$ cat config.mk
export PLATFORM = sky130hd
export DESIGN_NAME = annexb_nal_splitter_top
export DESIGN_NICKNAME = d
export VERILOG_FILES = /design/src/sv/anbs_pkg.sv /design/src/sv/anbs_front.sv /design/src/sv/anbs_queue.sv /design/src/sv/anbs_back.sv /design/src/sv/annexb_nal_splitter_top.sv
export VERILOG_INCLUDE_DIRS = /design/src /design/src/sv
export SDC_FILE = /design/constraint.sdc
export NUM_CORES = 1
export LEC_CHECK = 0
export ABC_AREA = 0
export BUFFER_PORTS_ARGS = -buffer_cell sky130_fd_sc_hd__buf_2
export CORE_UTILIZATION = 28
export DETAILED_ROUTE_END_ITERATION = 8
export MAX_ROUTING_LAYER = met4
export PLACE_DENSITY_LB_ADDON = 0.1
export SLEW_MARGIN = 15
export SYNTH_ARGS = -nofsm -noshare
export SYNTH_HDL_FRONTEND = slang
export SYNTH_SLANG_ARGS = --single-unit
export TNS_END_PERCENT = 100
$ cat constraint.sdc
create_clock -name clk -period 6.94 [get_ports clk]
set_clock_uncertainty 0.2 [all_clocks]
set_input_delay 0.347 -clock clk [delete_from_list [all_inputs] [get_ports clk]]
set_output_delay 0.347 -clock clk [all_outputs]
set_load 0.02 [all_outputs]
$ cat src/sv/assert_macros.svh
// ----------------------------------------------------------------------------
// Assertion macros
// Shared concurrent assertion forms for the RTL; clocked, reset-gated.
// ----------------------------------------------------------------------------
`ifndef ASSERT_MACROS_SVH
`define ASSERT_MACROS_SVH

// Same-cycle implication, disabled while reset is asserted.
`define ASSERT_IMP(label, clk, rst_n, ante, cons, msg) \
	label: assert property (@(posedge clk) disable iff (!rst_n) (ante) |-> (cons)) \
	else $error(msg);

// Next-cycle implication, disabled while reset is asserted.
`define ASSERT_NXT(label, clk, rst_n, ante, cons, msg) \
	label: assert property (@(posedge clk) disable iff (!rst_n) (ante) |=> (cons)) \
	else $error(msg);

`endif

$ cat src/sv/anbs_pkg.sv
// ----------------------------------------------------------------------------
// anbs_pkg
// Types and constants shared by the Annex B NAL splitter modules.
// ----------------------------------------------------------------------------
package anbs_pkg;

	localparam int RUN_BITS_DEF    = 16;
	localparam int OFFSET_BITS_DEF = 32;

	// Command queue between classifier and result generator
	localparam int QDEPTH     = 4;
	localparam int QPTR_BITS  = $clog2(QDEPTH);
	localparam int QCNT_BITS  = $clog2(QDEPTH + 1);

	// Result kinds as seen on the kind port
	typedef enum logic [1:0] {
		KIND_BYTE  = 2'd0,
		KIND_RUN   = 2'd1,
		KIND_START = 2'd2,
		KIND_END   = 2'd3
	} kind_t;

	// Classified item; each expands into an optional lead result and a main one
	typedef enum logic [1:0] {
		OP_BYTE  = 2'd0,  // lead: zero run, main: payload byte
		OP_START = 2'd1,  // lead: NAL end,  main: NAL start
		OP_EOS   = 2'd2   // lead: zero run, main: NAL end
	} op_t;

	typedef struct packed {
		op_t         op;
		logic        lead;
		logic [7:0]  data;
		logic [15:0] run;
		logic        ovf;
		logic [31:0] offset;
	} cmd_t;

	typedef struct packed {
		kind_t       kind;
		logic [7:0]  payload;
		logic [15:0] run;
		logic        ovf;
		logic [31:0] offset;
		logic        last;
	} res_t;

	typedef struct packed {
		logic full;
		logic empty;
	} q_stat_t;

	typedef struct packed {
		logic mid_entry;
		logic out_valid;
	} bk_stat_t;

endpackage

$ cat src/sv/anbs_front.sv
// ----------------------------------------------------------------------------
// anbs_front
// Byte classifier: tracks the zero run and NAL state, emits queue commands.
// ----------------------------------------------------------------------------
module anbs_front #(
	parameter int RUN_BITS    = anbs_pkg::RUN_BITS_DEF,
	parameter int OFFSET_BITS = anbs_pkg::OFFSET_BITS_DEF
) (
	input  logic                clk,
	input  logic                arst_n,
	input  logic                take,
	input  logic [7:0]          data_byte,
	input  logic                end_of_stream,
	output logic                cmd_push,
	output anbs_pkg::cmd_t      cmd
);

	localparam int RUN_EXT = (RUN_BITS > 16) ? RUN_BITS : 16;
	localparam int OFF_EXT = (OFFSET_BITS > 32) ? OFFSET_BITS : 32;
	localparam logic [RUN_BITS-1:0] RUN_MAX = {RUN_BITS{1'b1}};

	logic [RUN_BITS-1:0]    zero_run_q;
	logic                   run_sat_q;
	logic [OFFSET_BITS-1:0] byte_offset_q;
	logic [OFFSET_BITS-1:0] run_start_q;
	logic                   nal_open_q;

	logic                   is_zero;
	logic                   is_start;
	logic                   run_pending;
	logic [RUN_EXT-1:0]     run_ext;
	logic [OFF_EXT-1:0]     off_ext;
	logic [OFFSET_BITS-1:0] offset_inc;

	assign run_pending = (zero_run_q != '0);
	assign is_zero     = !end_of_stream && (data_byte == 8'h00);
	assign is_start    = !end_of_stream && (data_byte == 8'h01) &&
		(zero_run_q >= RUN_BITS'(2));
	assign run_ext     = RUN_EXT'(zero_run_q);
	assign off_ext     = OFF_EXT'(run_start_q);
	assign offset_inc  = byte_offset_q + OFFSET_BITS'(1);

	always_comb begin
		cmd.data   = data_byte;
		cmd.run    = run_ext[15:0];
		cmd.ovf    = run_sat_q;
		cmd.offset = off_ext[31:0];
		if (end_of_stream) begin
			cmd.op   = anbs_pkg::OP_EOS;
			cmd.lead = run_pending;
			cmd_push = take && nal_open_q;
		end else if (is_start) begin
			cmd.op   = anbs_pkg::OP_START;
			cmd.lead = nal_open_q;
			cmd_push = take;
		end else begin
			cmd.op   = anbs_pkg::OP_BYTE;
			cmd.lead = run_pending;
			cmd_push = take && !is_zero && nal_open_q;
		end
	end

	always_ff @(posedge clk or negedge arst_n) begin
		if (!arst_n) begin
			zero_run_q    <= '0;
			run_sat_q     <= 1'b0;
			byte_offset_q <= '0;
			run_start_q   <= '0;
			nal_open_q    <= 1'b0;
		end else if (take) begin
			if (end_of_stream) begin
				// flush: offset holds, NAL closes
				zero_run_q <= '0;
				run_sat_q  <= 1'b0;
				nal_open_q <= 1'b0;
			end else if (is_zero) begin
				if (!run_pending) begin
					run_start_q <= byte_offset_q;
				end
				if (zero_run_q == RUN_MAX) begin
					run_sat_q <= 1'b1;
				end else begin
					zero_run_q <= zero_run_q + RUN_BITS'(1);
				end
				byte_offset_q <= offset_inc;
			end else begin
				if (is_start) begin
					nal_open_q <= 1'b1;
				end
				zero_run_q    <= '0;
				run_sat_q     <= 1'b0;
				byte_offset_q <= offset_inc;
			end
		end
	end

endmodule

$ cat src/sv/anbs_queue.sv
// ----------------------------------------------------------------------------
// anbs_queue
// Small FIFO of classified commands between the front and back parts.
// ----------------------------------------------------------------------------
module anbs_queue (
	input  logic              clk,
	input  logic              arst_n,
	input  logic              wr,
	input  anbs_pkg::cmd_t    wdata,
	input  logic              rd,
	output anbs_pkg::cmd_t    head,
	output anbs_pkg::q_stat_t stat
);

	anbs_pkg::cmd_t                     mem_q [anbs_pkg::QDEPTH];
	logic [anbs_pkg::QPTR_BITS-1:0]     wptr_q;
	logic [anbs_pkg::QPTR_BITS-1:0]     rptr_q;
	logic [anbs_pkg::QCNT_BITS-1:0]     count_q;

	assign stat.full  = (count_q == anbs_pkg::QCNT_BITS'(anbs_pkg::QDEPTH));
	assign stat.empty = (count_q == '0);
	assign head       = mem_q[rptr_q];

	always_ff @(posedge clk) begin
		if (wr) begin
			mem_q[wptr_q] <= wdata;
		end
	end

	always_ff @(posedge clk or negedge arst_n) begin
		if (!arst_n) begin
			wptr_q  <= '0;
			rptr_q  <= '0;
			count_q <= '0;
		end else begin
			if (wr) begin
				wptr_q <= (wptr_q == anbs_pkg::QPTR_BITS'(anbs_pkg::QDEPTH - 1)) ?
					'0 : wptr_q + anbs_pkg::QPTR_BITS'(1);
			end
			if (rd) begin
				rptr_q <= (rptr_q == anbs_pkg::QPTR_BITS'(anbs_pkg::QDEPTH - 1)) ?
					'0 : rptr_q + anbs_pkg::QPTR_BITS'(1);
			end
			if (wr && !rd) begin
				count_q <= count_q + anbs_pkg::QCNT_BITS'(1);
			end else if (rd && !wr) begin
				count_q <= count_q - anbs_pkg::QCNT_BITS'(1);
			end
		end
	end

endmodule

$ cat src/sv/anbs_back.sv
// ----------------------------------------------------------------------------
// anbs_back
// Result generator: expands each command into one or two results.
// ----------------------------------------------------------------------------
module anbs_back (
	input  logic               clk,
	input  logic               arst_n,
	input  anbs_pkg::cmd_t     head,
	input  logic               head_valid,
	output logic               head_pop,
	input  logic               out_take,
	output anbs_pkg::res_t     res,
	output anbs_pkg::bk_stat_t stat
);

	logic           mid_q;
	logic           out_valid_q;
	anbs_pkg::res_t res_q;
	anbs_pkg::res_t res_d;
	logic           load;
	logic           lead_now;

	assign load     = head_valid && (!out_valid_q || out_take);
	assign lead_now = head.lead && !mid_q;
	assign head_pop = load && !lead_now;

	always_comb begin
		res_d.kind    = anbs_pkg::KIND_END;
		res_d.payload = '0;
		res_d.run     = '0;
		res_d.ovf     = 1'b0;
		res_d.offset  = '0;
		res_d.last    = !lead_now;
		case (head.op)
			anbs_pkg::OP_BYTE: begin
				if (lead_now) begin
					res_d.kind = anbs_pkg::KIND_RUN;
					res_d.run  = head.run;
					res_d.ovf  = head.ovf;
				end else begin
					res_d.kind    = anbs_pkg::KIND_BYTE;
					res_d.payload = head.data;
				end
			end
			anbs_pkg::OP_START: begin
				if (!lead_now) begin
					res_d.kind   = anbs_pkg::KIND_START;
					res_d.run    = head.run;
					res_d.ovf    = head.ovf;
					res_d.offset = head.offset;
				end
			end
			anbs_pkg::OP_EOS: begin
				if (lead_now) begin
					res_d.kind = anbs_pkg::KIND_RUN;
					res_d.run  = head.run;
					res_d.ovf  = head.ovf;
				end
			end
			default: begin
				res_d.kind = anbs_pkg::KIND_END;
			end
		endcase
	end

	always_ff @(posedge clk) begin
		if (load) begin
			res_q <= res_d;
		end
	end

	always_ff @(posedge clk or negedge arst_n) begin
		if (!arst_n) begin
			mid_q       <= 1'b0;
			out_valid_q <= 1'b0;
		end else begin
			if (load) begin
				mid_q       <= lead_now;
				out_valid_q <= 1'b1;
			end else if (out_take) begin
				out_valid_q <= 1'b0;
			end
		end
	end

	assign res            = res_q;
	assign stat.mid_entry = mid_q;
	assign stat.out_valid = out_valid_q;

endmodule

$ cat src/sv/annexb_nal_splitter_top.sv
// ----------------------------------------------------------------------------
// annexb_nal_splitter_top - Annex B start-code scanner and NAL splitter
// Requests pass through the command queue to the back part's output register.
// Throughput: one request per cycle while full is low; full rises only while
// the four-entry command queue is full, when the result side falls behind.
// Results leave at one per cycle while popped; a lead (run or NAL end) makes two.
// Reset clears the zero run, offsets, NAL state, command queue and output stage.
// ----------------------------------------------------------------------------
`include "assert_macros.svh"

module annexb_nal_splitter_top #(
	parameter int RUN_BITS    = anbs_pkg::RUN_BITS_DEF,
	parameter int OFFSET_BITS = anbs_pkg::OFFSET_BITS_DEF
) (
	input  logic        clk,
	input  logic        arst_n,
	// request side
	input  logic        push,
	output logic        full,
	input  logic [7:0]  data_byte,
	input  logic        end_of_stream,
	// result side
	output logic        empty,
	input  logic        pop,
	output logic [1:0]  kind,
	output logic [7:0]  payload,
	output logic [15:0] run_length,
	output logic        run_overflow,
	output logic [31:0] nal_offset,
	output logic        last_of_item
);

	// Front part: classifies each request against the zero run and NAL state
	// and posts at most one command. Back part: expands a command into an optional lead
	// result (zero run or NAL end) and a main result. The command queue lets
	// the front keep taking bytes while the back drains a two-result burst.

	logic               take;
	logic               out_take;
	logic               cmd_push;
	anbs_pkg::cmd_t     cmd;
	anbs_pkg::cmd_t     q_head;
	anbs_pkg::q_stat_t  q_stat;
	logic               q_pop;
	anbs_pkg::res_t     res;
	anbs_pkg::bk_stat_t bk_stat;

	// Hold off new requests only while the command queue is full.
	assign full     = q_stat.full;
	assign take     = push && !q_stat.full;
	assign empty    = !bk_stat.out_valid;
	assign out_take = pop && bk_stat.out_valid;

	anbs_front #(
		.RUN_BITS    (RUN_BITS),
		.OFFSET_BITS (OFFSET_BITS)
	) u_front (
		.clk           (clk),
		.arst_n        (arst_n),
		.take          (take),
		.data_byte     (data_byte),
		.end_of_stream (end_of_stream),
		.cmd_push      (cmd_push),
		.cmd           (cmd)
	);

	anbs_queue u_queue (
		.clk    (clk),
		.arst_n (arst_n),
		.wr     (cmd_push),
		.wdata  (cmd),
		.rd     (q_pop),
		.head   (q_head),
		.stat   (q_stat)
	);

	anbs_back u_back (
		.clk        (clk),
		.arst_n     (arst_n),
		.head       (q_head),
		.head_valid (!q_stat.empty),
		.head_pop   (q_pop),
		.out_take   (out_take),
		.res        (res),
		.stat       (bk_stat)
	);

	// Drive the result ports straight from the back part's output register.
	assign kind         = res.kind;
	assign payload      = res.payload;
	assign run_length   = res.run;
	assign run_overflow = res.ovf;
	assign nal_offset   = res.offset;
	assign last_of_item = res.last;

	// A command is posted only when the queue has room.
	`ASSERT_IMP(a_push_room, clk, arst_n, cmd_push, !q_stat.full, "command posted to full queue")
	// The back part retires only entries that are present.
	`ASSERT_IMP(a_pop_valid, clk, arst_n, q_pop, !q_stat.empty, "command retired from empty queue")
	// Halfway through an entry, that entry must still be at the head.
	`ASSERT_IMP(a_mid_head, clk, arst_n, bk_stat.mid_entry, !q_stat.empty, "lead result without entry")
	// Retiring an entry starts the next one fresh.
	`ASSERT_NXT(a_pop_fresh, clk, arst_n, q_pop, !bk_stat.mid_entry, "entry retired mid-way")

endmodule
==> Word-level counts from Yosys, hierarchy flattened <==
Memories as Yosys holds them, arrays and structs flattened.
Index checks and enable logic that the tools add are counted.
{ "classes": {"n_bitwise": 4, "muxes": 28, "magnitude_cmp": 1, "addsub": 6, "eq_ne": 10, "n_reduce_logical": 38} }
{ "ops": {"columns": ["cell", "n"], "rows": [
  ["$mux 49", 1],
  ["$mux 16", 3],
  ["$pmux 17 s2", 1],
  ["$add 32x1->32 const B", 1],
  ["$mux 17", 1],
  ["$add 16x1->16 const B", 1],
  ["$eq 16x16->1 const B", 1],
  ["$ge 16x2->1 const B", 1],
  ["$reduce_bool 16->1", 1],
  ["$mux 1", 14],
  ["$logic_and 1x1->1", 13],
  ["$logic_not 1->1", 9],
  ["$mux 3", 3],
  ["$eq 8x1->1 const B", 1],
  ["$logic_not 8->1", 1],
  ["$mux 2", 4],
  ["$eq 2x2->1 const B", 3],
  ["$ne 3x3->1 const B", 2],
  ["$pmux 2 s3", 1],
  ["$reduce_and 2->1", 3],
  ["$reduce_bool 2->1", 3],
  ["$reduce_or 2->1", 3],
  ["$add 2x1->2 const B", 2],
  ["$not 1->1", 4],
  ["other kinds (10)", 10]
]} }
{ "word_totals": {"word_cells": 104, "out_inout_bits": 62, "reg_bits": 151, "mem_bits_rw": 240, "n_memories": 1} }
{ "memory_table": {"columns": ["name", "words", "width", "read_ports", "rd_ports_with_merged_regs", "write_ports", "line_no", "text"], "rows": [
  ["u_queue.mem_q", 4, 60, 1, 0, 1, "anbs_queue.sv:15", "anbs_pkg::cmd_t mem_q [anbs_pkg::QDEPTH];"]
]} }

==> Depth between registers and ports, before layout <==
Gate-level depths: netlist of the first run.
{ "logic_depth": {"ltp_word": 11, "depth_mapped": 12} }

==> Hierarchy <==
A second synthesis of the first run with hierarchy kept.
{ "unflattened": {"cells_unflattened": 818, "area_unflattened_um2": 15478.6} }
{ "modules_own_cells": {"columns": ["mod", "cells_each", "area_each_um2", "n_inst"], "rows": [
  ["anbs_queue", 351, 9143.8, 1],
  ["anbs_front", 324, 3933.8, 1],
  ["anbs_back", 139, 2378.5, 1],
  ["annexb_nal_splitter_top", 4, 22.5, 1]
]} }

==> Worst setup path after synthesis of the first run <==
OpenSTA, ideal clock, no wires.
{ "synth_timing": {"path_kind": "register -> register", "start": "register u_queue.count_q[0] (netlist bit)", "end": "register u_queue.count_q[1] (netlist bit)", "n_path_buf": 0, "path_stages_with_launch": 8, "setup_ps": 125, "synth_period_minus_slack_ps": 5422, "arrival_time_ps": 5098, "required_time_ps": 6615, "slack_ps": 1518, "cell_sequence": "dfrtp_1 > nor3_1 > a21oi_1 > nand2_1 > ha_1 > inv_1 > fa_1 > mux2_2"} }
{ "synth_via": {"elab_cells_between_ends": 21} }
{ "synth_rtl": {"columns": ["item", "line_no", "text"], "rows": [
  ["start: declaration", "anbs_queue.sv:18", "logic [anbs_pkg::QCNT_BITS-1:0] count_q;"],
  ["start signal: assignment", "anbs_queue.sv:45", "count_q <= count_q + anbs_pkg::QCNT_BITS'(1);"],
  ["start signal: assignment", "anbs_queue.sv:47", "count_q <= count_q - anbs_pkg::QCNT_BITS'(1);"],
  ["$logic_not 3->1 (*)", "anbs_queue.sv:21", "assign stat.empty = (count_q == '0);"],
  ["$logic_not 1->1 (*)", "annexb_nal_splitter_top.sv:81", ".head_valid (!q_stat.empty),"],
  ["$logic_and 1x1->1 (*)", "anbs_back.sv:23", "assign load = head_valid && (!out_valid_q || out_take);"],
  ["via u_back.load", "anbs_back.sv:20", "logic load;"],
  ["$logic_and 1x1->1 (*)", "anbs_back.sv:25", "assign head_pop = load && !lead_now;"],
  ["$logic_not 1->1", "anbs_queue.sv:44", "if (wr && !rd) begin"],
  ["$logic_and 1x1->1", "anbs_queue.sv:44", null],
  ["$mux 3 / $reduce_bool 2->1 (equally long branches)", null, null]
]} }
The timed path passes the listed nets; every way through them passes the cells marked *. The select of a mux whose other input is x is not followed.
A chain may end at the register's enable or synchronous reset.

==> Worst setup path in the final report of the first run <==
{ "layout_timing": {"start": "input data_byte[5]", "end": "memory u_queue.mem_q[0][31] (netlist bit), enable pin"} }
{ "layout_via": {"elab_chain_len": 9, "elab_cells_between_ends": 12} }
{ "layout_lines": {"columns": ["item", "line_no", "text"], "rows": [
  ["start: declaration", "annexb_nal_splitter_top.sv:20", "input logic [7:0] data_byte,"],
  ["$logic_not 8->1", "anbs_front.sv:36", "assign is_zero = !end_of_stream && (data_byte == 8'h00);"],
  ["$logic_and 1x1->1", "anbs_front.sv:36", null],
  ["$logic_not 1->1", "anbs_front.sv:59", "cmd_push = take && !is_zero && nal_open_q;"],
  ["$logic_and 1x1->1 (2 in a row)", "anbs_front.sv:59", null],
  ["$mux 1 (*)", "anbs_front.sv:52", "end else if (is_start) begin"],
  ["$mux 1 (*)", "anbs_front.sv:48", "if (end_of_stream) begin"],
  ["$mux 1 (*)", "anbs_queue.sv:25", "if (wr) begin"],
  ["$mux 1 (not written as such) (*)", "anbs_queue.sv:26", "mem_q[wptr_q] <= wdata;"],
  ["end: declaration", "anbs_queue.sv:15", null]
]} }
Mark *: on every way between the ends. The rest lies on a longest branch, timed or not.

==> results of run 1 <==
## state kept, by name, indices dropped and copies added, names as in the netlist
signal and count:
u_queue.wptr_q 2, u_front.run_ext 16, u_front.off_ext 32, u_queue.mem_q 240, u_front.run_sat_q 1, u_back.out_valid_q 1
u_back.res 60, u_queue.count_q 3, u_front.byte_offset_q 32, u_back.mid_q 1, u_front.nal_open_q 1, u_queue.rptr_q 2
## power by group
| group | internal, mW | leakage, nW | switching [mW] | total, mW |
|---|---|---|---|---|
| logic | 0.541 | 1.88 | 0.784 | 1.32 |
| clock network | 1.28 | 0.654 | 0.921 | 2.20 |
| registers | 2.76 | 3.99 | 0.136 | 2.90 |
| total | 4.58 | 6.52 | 1.84 | 6.42 |
## layout by cell type, fill, tap and decap left out, types with 6 or more instances in the layout
cell type	count
nand2_1	28
nand4_1	12
mux4_2	60
o21ai_0	16
dlygate4sd3_1	11
xnor2_1	21
inv_1	17
clkbuf_16	45
and3_1	39
mux2_1	9
nor2b_1	24
mux2_2	28
buf_4	12
buf_2	73
clkinv_1	6
dfrtp_1	89
nand3_1	17
clkinv_2	9
nor2_1	29
ha_1	10
a21oi_1	6
xor2_1	14
edfxtp_1	300
clkbuf_1	10
## worst paths after layout
kind / end / slack (ns)
max in group asynchronous: u_queue.rptr_q[0] / 5.09
worst max-delay path: u_queue.mem_q[0][31] / 2.78
worst max register to register: u_queue.mem_q[0][31] / 3.16
worst min register to register: u_queue.count_q[2] / 0.28
min in group clk: u_front.run_ext[14] / 0.11
worst min-delay path: u_front.off_ext[16] / 0.05
## cell families (layout without fill, tap and decap cells)
group	count (synthesis)	in the layout
adder cells (fa/ha/maj)	11	11
AO/OA/AOI/OAI	49	49
XOR/XNOR	36	36
multiplexers	97	97
buffers and inverters	51	191
AND/OR/NAND/NOR	193	193
flip-flops	391	391
## layer usage
metal	GRT usage	vias to the layer above	wire length, µm
met4	0.0470	0	806
met1	0.174	3944	15700
met3	0.0222	47	1300
li1	-	3447	-
met5	-	-	0
met2	0.201	151	16100
## cell usage after synthesis (2+ instances only)
cell type  count  area (µm²)
a2111oi_1      3        30.0
a21o_1         3        22.5
a21oi_1        7        35.0
a21oi_2        2        17.5
a22o_1         3        26.3
a31oi_1        2        12.5
a41oi_1        2        17.5
and2_1         3        18.8
and3_1        39         244
and3_2         2        15.0
and4_1         5        43.8
buf_2         14        70.1
buf_4          2        15.0
buf_6          2        22.5
clkbuf_1      15        56.3
dfrtp_1       91        2280
edfxtp_1     300        9010
ha_1          10         125
inv_1         17        63.8
mux2_1         9         101
mux2_2        28         315
mux4_2        60        1350
nand2_1       28         105
nand2b_1       2        12.5
nand3_1       17        85.1
nand4_1       12        75.1
nor2_1        29         109
nor2_2         3        18.8
nor2b_1       28         175
nor3_1         3        15.0
nor4_1         5        31.3
o21ai_0       16        80.1
o31ai_1        4        30.0
o41ai_1        3        26.3
or3_1          2        12.5
xnor2_1       21         184
xor2_1        14         123
## worst max-delay path, delay by kind of cell
family	cells	cell delay [ns]
and+or+nand+nor	3	1.68
AOI/OAI and AO/OA	2	0.79
buffers and inverters	3	1.29
## area by class of cell
class | instances | area (µm²) | area share
Clock buffer | 57 | 1190 | 0.0666
Timing Repair Buffer | 96 | 566 | 0.0316
Sequential cell | 391 | 11300 | 0.632
Clock inverter | 21 | 158 | 0.00882
Multi-Input combinational cell | 386 | 3730 | 0.209
Tap cell | 696 | 871 | 0.0487
Inverter | 17 | 63.8 | 0.00357
## per-stage QoR
stage | util | instance area, µm² | instances | setup WS [ns]
after floorplan | - | 15200 | 828 | 1.52
after global placement | 0.306 | 16400 | 1575 | 2.66
after detailed placement | 0.306 | 16400 | 1575 | 2.57
after CTS | 0.333 | 17900 | 1664 | 2.60
after global routing | 0.333 | 17900 | 1664 | 2.39
final | 0.333 | 17900 | 1664 | 2.78
## timing repair
action,in CTS,in global routing
resized for setup,0,0
endpoints found under the hold margin,66,0
endpoints found under the setup margin,0,0
hold buffers,11,0
==> impl_results.md, run 1 <==
* I/O Pins at 75
* First-pass GRT wire length at 52500 µm
* Die W at 235 µm
* Cell variety after synth at 59
* Vias per inst at 4.56
* #FFs+latches synth at 391
* CTS max path bufs at 3
* Layout cell share with drive strength beyond 1 at 0.271
* Multiplexer share of the synthesized area at 0.116
* Post-synth net total at 852
* Die ar. at 55300 µm²
* Initial antenna violation count at 1
* Vias in the first global route at 8067
* Clock sink total at 391
* Hold Crit Class: in2async
* Placer Congestion at 0.753
* Critical Path RT at 6.92 ns
* P_leak at 6.52 nW
* Main combinational cell family by area after synthesis: multiplexers
* Fin. Hold Viols at 0
* Largest net degree at the start of global routing at 64
* Postcts setup bufs at 0
* Starting Density at 0.283
* Achievable Freq at 241 MHz
* CP Launch Type: input port
* Cells after Synth at 828
* Inserted Diodes at 0
* WL final at 33900 µm
* Nets@finish at 958
* Post-synth ARST share at 0.233
* Power per cell area at 359 nW/µm²
* Reg2Reg Depth at 6
* Avg Inst Size Synth at 18.4 µm²
* Critical path startpoint: data_byte[5]
* Post-synthesis simple-gate area fraction at 0.0736
* CTS tree: done
* Tot Pwr at 6.42 mW
* Sequential share of the synthesized area at 0.742
* Ys flop type: edfxtp_1
* CTS Buf Count at 42
* Status: completed
* Area grow syn2layout at 17.5%
* Max_cap viols at 0
* CP max FO at 33
* Crit-path max cell delay at 0.89 ns
* R2R Path Start: u_front.run_ext[2]
* Worst Tran Pin Value at 1.11 ns
* Slew Limit Fails at 0
* Clock H-tree levels at 2
* Setup tns final at 0 ns
* Total track usage at 0.131
* Adder and majority cell fraction of the synthesized area at 0.00954
* Synthesized area at 15200 µm²
* Die Span Y at 235 µm
* Row cnt at 85
* Setup CP Type: in2reg
* Number of flops mapped to enable cells by yosys at 300
* Complex-gate fraction of the synthesized area at 0.0221
* Arrival @ worst endpoint at 4.14 ns
* PortBufs at 74
* Final Cycle Share at 0.599
* Critical path, cell by cell: dlygate4sd3_1 > buf_2 > nor4_1 > nand3_1 > a21oi_1 > a21oi_2 > nor2b_4 > buf_4
* Root Buffer: clkbuf_16
* DRT iter0 DRCs at 534
* Clk slew on worst S/H paths at 0.06 ns
* Period minus WS final at 4.16 ns
* Fin Hold WS at 0.0527 ns
* XOR/XNOR Fraction of Synth Area at 0.0212
* Unrepaired setup endpoints after global routing: false
* Filler cell count at 5100
* Core box area at 53700 µm²
* Avg WL per Cell at 20.4 µm
* Critical Path End Type: flip-flop
* Max stage delay cell, worst path: nor2b_4
* Worst skew pair latency at 0.56 ns
* # DRC at 0
* Vias at 7589
* DR pass1 iterations at 6
* Routed Antenna Nets at 0
* GRT overflow at 0
* Peak VDD IR at 211 µV
* Rel. slew slack at 0.259
* Yosys warnings at 0
* # setup viols final at 0
* Hpwl dp at 19700 µm
No activity file was read; power rests on OpenSTA's default activity.
==> inputs of run 2 (changes only) <==
Clock period 6.94 ns to 3.6 ns, I/O delays scaled along.
==> run 2 against run 1 <==
Via count about the same. Sequential power rose by 91%. Final area increased by 1.8%. Critical path depth is 5 higher. Largest power group unchanged. Critical endpoint is now u_queue.count_q[2]. Routed wire length fell by 0.14%. Sequential share of layout area down 1.1 points. Clock power up 110%. Register-to-register slack got worse by 2.4 ns. Largest cell class unchanged. Die area unchanged. Non-clock buffer count grew 18. Cell count rose by 1.2%.
==> impl_results.md, run 2 (synthesis gave the netlist of run 1 again) <==
* Vias at 7588 (-0.013%)
* WP buf/inv at 4 (+1)
* Postcts setup bufs at 0 (unchanged)
* Die Span Y at 235 µm (unchanged)
* Vias per inst at 4.51 (-1.2%)
* GRT overflow at 0 (unchanged)
* Avg WL per Cell at 20.1 µm (-1.3%)
* Met2 Wirelength at 15900 µm (-0.98%)
* Status: completed
* Total track usage at 0.129 (-0.00166)
* Die W at 235 µm (unchanged)
* Crit path max-delay family: simple AND/OR/NAND/NOR gates
* Crit-path max cell delay at 0.74 ns (-0.15 ns)
* Largest net degree at the start of global routing at 63 (-1.6%)
* Met1 Wirelength at 16100 µm (+2.6%)
* Dpl cell area at 16600 µm² (+1.1%)
* Final Cycle Share at 0.834
* Starting Density at 0.283 (unchanged)
* PortBufs at 74 (unchanged)
* Max_cap viols at 0 (unchanged)
* Metal3 WL at 1240 µm (-4.7%)
* Post_cts resized at 0 (unchanged)
* # DRC at 0 (unchanged)
* # setup viols final at 0 (unchanged)
* Placer Congestion at 0.746 (-0.93%)
* Fin. Hold Viols at 0 (unchanged)
* DR pass1 iterations at 4 (-2)
* Reg with most FFs: u_queue.mem_q
* Inserted Diodes at 0 (unchanged)
* Rel. slew slack at 0.328 (+0.0697)
* CTS max path bufs at 3 (unchanged)
* Routed Antenna Nets at 0 (unchanged)
* DRT iter0 DRCs at 399 (-25%)
* Clock H-tree levels at 2 (unchanged)
* Finished Cell Area at 18200 µm² (+1.8%)
* CP max FO at 8 (-76%)
* Vias in the first global route at 8192 (+1.5%)
* Die ar. at 55300 µm² (unchanged)
* Max reg flops at 240 (unchanged)
* R2R Path Start: u_queue.count_q[1]
* Most frequent cells in the layout: 300 x edfxtp_1, 89 x dfrtp_1, 73 x buf_2, 60 x mux4_2, 45 x clkbuf_16
* P_leak at 6.70 nW (+2.7%)
* CP Launch Type: input port
* Layout cell share with drive strength beyond 1 at 0.285 (+0.0148)
* Power per cell area at 703 nW/µm² (+96%)
* Achievable Freq at 333 MHz
* CTS tree: done
* Clock sink total at 391 (unchanged)
* Filler cell count at 5121 (+0.41%)
* Critical path, cell by cell: dlygate4sd3_1 > buf_2 > nor4_1 > nand3_1 > a21oi_1 > a21oi_2 > inv_1 > ha_1 > inv_1 > fa_1 > xor2_1 > nor2_1 > xor2_1
* FF+latch area at 11300 µm² (unchanged)
* Core box area at 53700 µm² (unchanged)
* Commonest non-fill, non-tap cell in the layout: edfxtp_1
* Hold Crit Class: in2async
* Peak VDD IR at 304 µV (+44%)
* Critical Path End Type: flip-flop
* Top layer in use: met4
* Hpwl dp at 20000 µm (+1.7%)
* CTS Buf Count at 44 (+4.8%)
* Period minus WS final at 3.00 ns
* I/O Pins at 75 (unchanged)
* Clk slew on worst S/H paths at 0.06 ns (about the same)
* Area grow syn2layout at 19.7%
* WL final at 33800 µm (-0.14%)
* Arrival @ worst endpoint at 3.29 ns (-0.85 ns)
* Slew Limit Fails at 0 (unchanged)
* Worst skew pair latency at 0.56 ns (about the same)
* Unrepaired setup endpoints after global routing: false
* Initial antenna violation count at 0 (-1)
* Setup tns final at 0 ns (unchanged)
* Root Buffer: clkbuf_16
* Multi-input logic area at 3730 µm² (unchanged)
* Setup CP Type: in2reg
* Critical path startpoint: end_of_stream
* First-pass GRT wire length at 52000 µm (-0.96%)
* Max stage delay cell, worst path: nor4_1
* Worst Tran Pin Value at 1.01 ns (-0.102 ns)
* Critical Path RT at 3.89 ns (-3.03 ns)
* Nets@finish at 978 (+2.1%)
* Row cnt at 85 (unchanged)
## run 2: cell types whose count changed in the layout (fill, tap and decap cells not counted)
cell | before | now
buf_12 | 0 | 4
buf_4 | 12 | 25
bufinv_16 | 2 | 5
clkbuf_8 | 2 | 9
clkinv_1 | 6 | 5
clkinv_2 | 9 | 5
clkinvlp_4 | 4 | 1
dlygate4sd3_1 | 11 | 12
## run 2: power breakdown
part           switching, mW  leakage [nW]  internal [mW]
Clock                   1.76         0.729           2.83
Combinational           1.57          1.98           1.09
Sequential             0.218          3.99           5.33
Total                   3.55          6.70           9.24
## run 2: routing by layer
layer  global-route usage  vias up
li1                     -     3485
met5                    -        -
met2                0.199      120
met3               0.0274       43
met1                0.172     3940
met4               0.0339        0
## run 2: area by class of cell
class | instances | share of cell area
well taps | 696 | 0.0478
inverters | 17 | 0.00351
clock inverters | 16 | 0.0111
multi-input cells | 386 | 0.205
flip-flops and latches | 391 | 0.620
repair buffers | 114 | 0.0414
clock buffers | 64 | 0.0707
## run 2: through the flow
stage               utilization  hold slack, ns  instances  setup slack [ns]  power [mW]
global placement          0.309           0.114       1592             0.702        8.41
finish                    0.339          0.0224       1684             0.596        12.8
floorplan                     -          -0.316        828             -1.10        7.40
detailed placement        0.309           0.112       1592             0.693        8.39
global route              0.339           0.100       1684             0.448        13.4
CTS                       0.339          0.0392       1684             0.729        13.1
## run 2: what timing repair did
item                                    in CTS  in global routing
hold endpoints to repair                    91                  0
endpoints found under the setup margin       0                  0
hold buffers                                12                  0
## run 2: final timing paths
check | endpoint | slack (ns) | cells after the start
max in group asynchronous | u_front.run_ext[3] | 2.39 | 3
worst max register to register | u_queue.count_q[1] | 0.79 | 8
worst min register to register | u_queue.count_q[2] | 0.28 | 1
worst max-delay path | u_queue.count_q[2] | 0.60 | 13
min in group clk | u_back.out_valid_q | 0.19 | 3
worst min-delay path | u_front.off_ext[16] | 0.02 | 2
